**config.mk**
```make
export PLATFORM = sky130hd
export DESIGN_NAME = tafa_control
export DESIGN_NICKNAME = d
export VERILOG_FILES = /design/src/sv/tafa_pkg.sv /design/src/sv/tafa_control.sv
export SDC_FILE = /design/constraint.sdc
export NUM_CORES = 1
export LEC_CHECK = 0
export BUFFER_PORTS_ARGS = -buffer_cell sky130_fd_sc_hd__buf_2
export CAP_MARGIN = 0
export CORE_AREA = 2 2 39 41
export DETAILED_ROUTE_END_ITERATION = 6
export DIE_AREA = 0 0 41 43
export SLEW_MARGIN = 20
export SYNTH_ARGS = -nofsm -noshare
export SYNTH_HDL_FRONTEND = slang
export SYNTH_SLANG_ARGS = --single-unit
```
**constraint.sdc**
```tcl
create_clock -name clock -period 6.05 [get_ports clock]
set_clock_uncertainty 0.15 [all_clocks]
set_input_delay 1.815 -clock clock [delete_from_list [all_inputs] [get_ports clock]]
set_output_delay 1.815 -clock clock [all_outputs]
set_load 0.02 [all_outputs]
```
**src/sv/tafa_pkg.sv**
```systemverilog
// Package for the texture atlas first-fit allocator.
// Holds sizes, mode and status codes, the controller state type and the command and status structs.
package tafa_pkg;
   localparam int MaxEntries = 1024;
   localparam int AtlasSide  = 1024;
   localparam int GridStep   = 16;
   localparam int IdxW       = $clog2(MaxEntries);
   localparam int CntW       = $clog2(MaxEntries + 1);
   localparam int PosW       = $clog2(AtlasSide + 1);

   localparam logic [1:0] ModeAlloc  = 2'd0;
   localparam logic [1:0] ModeLookup = 2'd1;
   localparam logic [1:0] ModeBounds = 2'd2;

   localparam logic [1:0] StatOk       = 2'd0;
   localparam logic [1:0] StatFull     = 2'd1;
   localparam logic [1:0] StatNotFound = 2'd2;

   typedef enum logic [2:0] {
      ST_IDLE, ST_READ, ST_CHECK, ST_NEXT_POS, ST_WRITE, ST_DONE
   } state_type;

   // controller to datapath
   typedef struct packed {
      logic load;       // capture request, clear scan
      logic idx_clear;  // restart entry scan
      logic idx_step;   // advance entry index
      logic pos_step;   // advance grid position
      logic write;      // store new entry
      logic set_miss;   // result: not found / full
      logic set_hit;    // result from current entry
      logic set_alloc;  // result from allocation
   } cmd_type;

   // datapath to controller
   typedef struct packed {
      logic [1:0] mode;
      logic       table_full;
      logic       idx_end;     // index at entry count
      logic       match;       // current entry matches
      logic       pos_valid;   // current position inside atlas
   } stat_type;
endpackage

```
**src/sv/tafa_control.sv**
```systemverilog
// Controller of the allocator: sequences scans and the result handshake.
// Uses tafa_pkg.
module tafa_control (
   input  logic                 clock,
   input  logic                 reset,
   input  logic                 req_valid,
   output logic                 req_stall,
   output logic                 rsp_valid,
   input  logic                 rsp_stall,
   output tafa_pkg::cmd_type    cmd,
   input  tafa_pkg::stat_type   stat
);
   tafa_pkg::state_type state_ff, state_in;

   always_comb begin
      state_in = state_ff;
      case (state_ff)
         tafa_pkg::ST_IDLE: if (req_valid) state_in = tafa_pkg::ST_READ;
         tafa_pkg::ST_READ: begin
            if (stat.mode == tafa_pkg::ModeAlloc) begin
               if (stat.table_full || !stat.pos_valid) state_in = tafa_pkg::ST_DONE;
               else if (stat.idx_end) state_in = tafa_pkg::ST_WRITE;
               else state_in = tafa_pkg::ST_CHECK;
            end else if (stat.mode == tafa_pkg::ModeLookup ||
                         stat.mode == tafa_pkg::ModeBounds) begin
               state_in = stat.idx_end ? tafa_pkg::ST_DONE : tafa_pkg::ST_CHECK;
            end else begin
               state_in = tafa_pkg::ST_DONE;
            end
         end
         tafa_pkg::ST_CHECK: begin
            if (stat.mode == tafa_pkg::ModeAlloc)
               state_in = stat.match ? tafa_pkg::ST_NEXT_POS : tafa_pkg::ST_READ;
            else
               state_in = stat.match ? tafa_pkg::ST_DONE : tafa_pkg::ST_READ;
         end
         tafa_pkg::ST_NEXT_POS: state_in = tafa_pkg::ST_READ;
         tafa_pkg::ST_WRITE:    state_in = tafa_pkg::ST_DONE;
         tafa_pkg::ST_DONE:     if (!rsp_stall) state_in = tafa_pkg::ST_IDLE;
         default:               state_in = tafa_pkg::ST_IDLE;
      endcase
   end

   always_comb begin
      cmd       = '0;
      req_stall = (state_ff != tafa_pkg::ST_IDLE);
      rsp_valid = (state_ff == tafa_pkg::ST_DONE);
      case (state_ff)
         tafa_pkg::ST_IDLE: cmd.load = req_valid;
         tafa_pkg::ST_READ: begin
            if (stat.mode == tafa_pkg::ModeAlloc) begin
               if (stat.table_full || !stat.pos_valid) cmd.set_miss = 1'b1;
            end else if (stat.mode == tafa_pkg::ModeLookup ||
                         stat.mode == tafa_pkg::ModeBounds) begin
               cmd.set_miss = stat.idx_end;
            end else begin
               cmd.set_miss = 1'b1;
            end
            cmd.idx_step = !stat.idx_end;
         end
         tafa_pkg::ST_CHECK: begin
            if (stat.mode == tafa_pkg::ModeAlloc) cmd.pos_step = stat.match;
            else cmd.set_hit = stat.match;
         end
         tafa_pkg::ST_NEXT_POS: cmd.idx_clear = 1'b1;
         tafa_pkg::ST_WRITE: begin
            cmd.write     = 1'b1;
            cmd.set_alloc = 1'b1;
         end
         default: cmd = '0;
      endcase
   end

   always_ff @(posedge clock) begin
      if (reset) state_ff <= tafa_pkg::ST_IDLE;
      else state_ff <= state_in;
   end
endmodule
```
Word-level counts from Yosys, hierarchy flattened
Index checks and enable logic that the tools add are counted.
- equal/unequal tests: 9
- mux-type cells: 23
- reductions and logical operators: 8
- operators by type and width (cell ; count):
    2-to-1 mux 3 bit ; 9
    case mux 3 bit (6 select lines) ; 1
    2-to-1 mux 1 bit ; 12
    == test 3 x 2 -> 1 bit, second input constant ; 2
    == test 3 bit, second input constant ; 2
    != test 2 bit, second input constant ; 2
    == test 3 x 1 -> 1 bit, second input constant ; 1
    zero test 3 bit ; 1
    nonzero test 3 bit ; 1
    == test 2 x 1 -> 1 bit, second input constant ; 1
    == test 2 bit, second input constant ; 1
    zero test 1 bit ; 2
    zero test 2 bit ; 1
    logical OR 1 bit ; 2
    2-to-1 mux 2 bit ; 1
    AND reduction 2 bit ; 1
- flip-flop bits (word level): 3
- bits of input ports: 10
- output and inout port bits: 10
- word-level logic and storage cells: 41

Depth between registers and ports, before layout
- depth in word-level cells: 5
- gate-level depth with buffers: 5
- depth with buffers taken out: 5

Worst setup path after synthesis
No wires, ideal clock.
- path kind: input-to-output
- start: in stat[4] (netlist name)
- end: out cmd[2] (netlist name)
- arrival time: 2.710 ns
- data required time: 4.085 ns
- path slack: 1.375 ns
- cell stages on the path: 5
- path buffers: 0
- cell sequence: inv_1 -> ha_1 -> or3b_1 -> nand2_1 -> nor2_1
- RTL lines (item ; RTL line ; source):
    start: declaration ; tafa_control.sv:11 ; input tafa_pkg::stat_type stat
    end: declaration ; tafa_control.sv:10 ; output tafa_pkg::cmd_type cmd,

==> metrics.txt <==
Max-slew headroom=73.9%; final setup vio count=0; hold slack=0.440 ns; hold_buf cts=0; Reg2Reg Depth=3; synth warn=0; GRT Util Overall=9.53%; hold_sp=state_ff[2]; Leakage Power=0.241 nW; Final Core Density=30.4%; Hold Crit Class=reg2reg; top flop regs=state_ff x3; Placer Congestion=0.795; commonest non-fill, non-tap cell in the layout=buf_2; largest net degree at the start of global routing=9; core area=0.00138 mm²; drt first-iter violations=3; critical path launch point type=primary input; # DRC=0; Hold Path Sink=state_ff[0]; diode count=0; RSZ-0062 raised after global routing=false; post-placement cell count=70; post-cts sizing count=0; Rows=14; hold depth=1; routed wire length=729 µm; global-route wire length before repair=1070 µm; Slew @ Worst Pin=approximately 0.39 ns; max_cap viols=0; commonest cells after routing, fill and taps aside=buf_2, inv_1, nor2_1; Final min period=between 4 and 5 ns; chip width=between 40 and 50 µm; nets@finish=70; DIE HEIGHT=43 µm; DR pass1 iterations=4; Top reg by flops=state_ff; Area Growth Syn to Fin=46.7%; fin crit share=80.5%; run status=complete, no violations; post-route ant nets=0; Syn Nets=47; TritonCTS clock tree=done; setup_tns=0 ns; Reg clk slew, reported paths=0.04 ns; worst-path maximum fanout=5; Longest Clk Path Bufs=2; critical path type=in2out; fin cells=74; antenna violations before repair=0; PwrDens=226 mW/mm²; r2r endpoint=state_ff[2]; number of global-route vias before repair=279; Synth Cell Area=287 µm²; post-CTS setup buffers=0; Port Buffers=19; Die ar.=0.00176 mm²; Top-Level Pins=20; total global routing overflow=0; routed via count=~320; Initial Util=20.7%; critical path capture point type=primary output; flops & latches, synth=3; layout cell share with drive strength beyond 1=46.6%; Max Freq=205 MHz; Arr. time, crit path=2.91 ns; routed via count divided by cell count=4.28; Required @ worst endpoint=4.09 ns; FILL cells=155; clk_lat worst skew=0.24 ns; Design Power=~95 µW; TritonCTS Buffers=3; final hold vios=0; setup slack, reg-to-reg=4.71 ns; post-synthesis sequential area ratio=a little over a fifth; synth unique cells=22; routed length per instance=slightly below 10 µm; hpwl dp=564 µm; Slew Limit Fails=0; Root Buffer=clkbuf_4; Worst IR Drop VDD=0.0811 mV; max FFs per register=3; # clock sinks=3; syn avg cell area=about 8 µm²; H-tree depth=1; Mapped Cells=36; reg2reg start=state_ff[0]
-- per-layer routing --
metal / track usage (%) / vias to the layer above / share of wire (%)
li1: - / 169 / -
met1: 8.97 / 135 / 40
met2: 14.4 / 9 / 51
met3: 6.28 / 4 / 6.3
met4: 6.00 / 0 / 2.3
met5: 0 / - / 0
-- stage by stage --
stage               cell area, µm²  worst slack [ns]
floorplan                      287              1.37
global placement               394              1.18
detailed placement             394              1.19
CTS                            420              1.18
global route                   420              1.13
finish                         420              1.18
-- synth_stat cells, drive strengths merged --
cell type | number | area share (%)
nand2 | 3 | 3.9
buf | 1 | 2.6
and2 | 2 | 4.4
a2111oi | 1 | 3.5
or3 | 1 | 2.6
ha | 1 | 4.4
dfxtp | 3 | 21
or3b | 2 | 7.0
a32oi | 1 | 3.1
and3 | 1 | 2.6
nor3b | 1 | 2.6
a21oi | 3 | 6.6
nor4bb | 1 | 3.5
nand2b | 1 | 2.2
nor2 | 5 | 6.6
nand4bb | 1 | 3.9
inv | 5 | 6.6
o21ba | 1 | 3.5
nand3b | 2 | 9.6
-- report_power, final --
group,total [mW],internal [mW],leakage (nW),switching (mW)
Sequential,0.0251,0.0219,0.0247,0.00318
Combinational,0.0334,0.0152,0.201,0.0182
Clock,0.0365,0.0248,0.0150,0.0117
-- area by class of cell --
class                      count  area, µm²  area share, %
inverter                       5       18.8           4.46
timing repair buffer          19       95.1           22.6
multi-input combinational     27        200           47.6
tap                           16       20.0           4.76
sequential                     3       60.1           14.3
clock buffer                   4       26.3           6.25
-- worst max-delay path by stage --
stage / end / cells past startpoint / startpoint / slack (ns)
after floorplan: cmd[2] / 5 / stat[4] / 1.37
after global placement: cmd[2] / 7 / stat[4] / 1.18
after detailed placement: cmd[2] / 7 / stat[4] / 1.19
after CTS: cmd[2] / 7 / stat[4] / 1.18
after global routing: cmd[2] / 7 / stat[5] / 1.13
final: cmd[2] / 7 / stat[4] / 1.18
-- kinds of logic after synthesis --
kind of cell	synth area share, %
AOI/OAI and AO/OA	16.6
adders and majority gates	4.37
DFF	21.0
and+or+nand+nor	48.9
buffers and inverters	9.17
-- worst max-delay path, stage by stage --
cell and delay [ns]:
buf_2 0.07, inv_1 0.03, ha_1 0.24, or3b_1 0.46, nand2_1 0.10, nor2_1 0.04
buf_2 0.15
(Power assumes the default switching activity.)
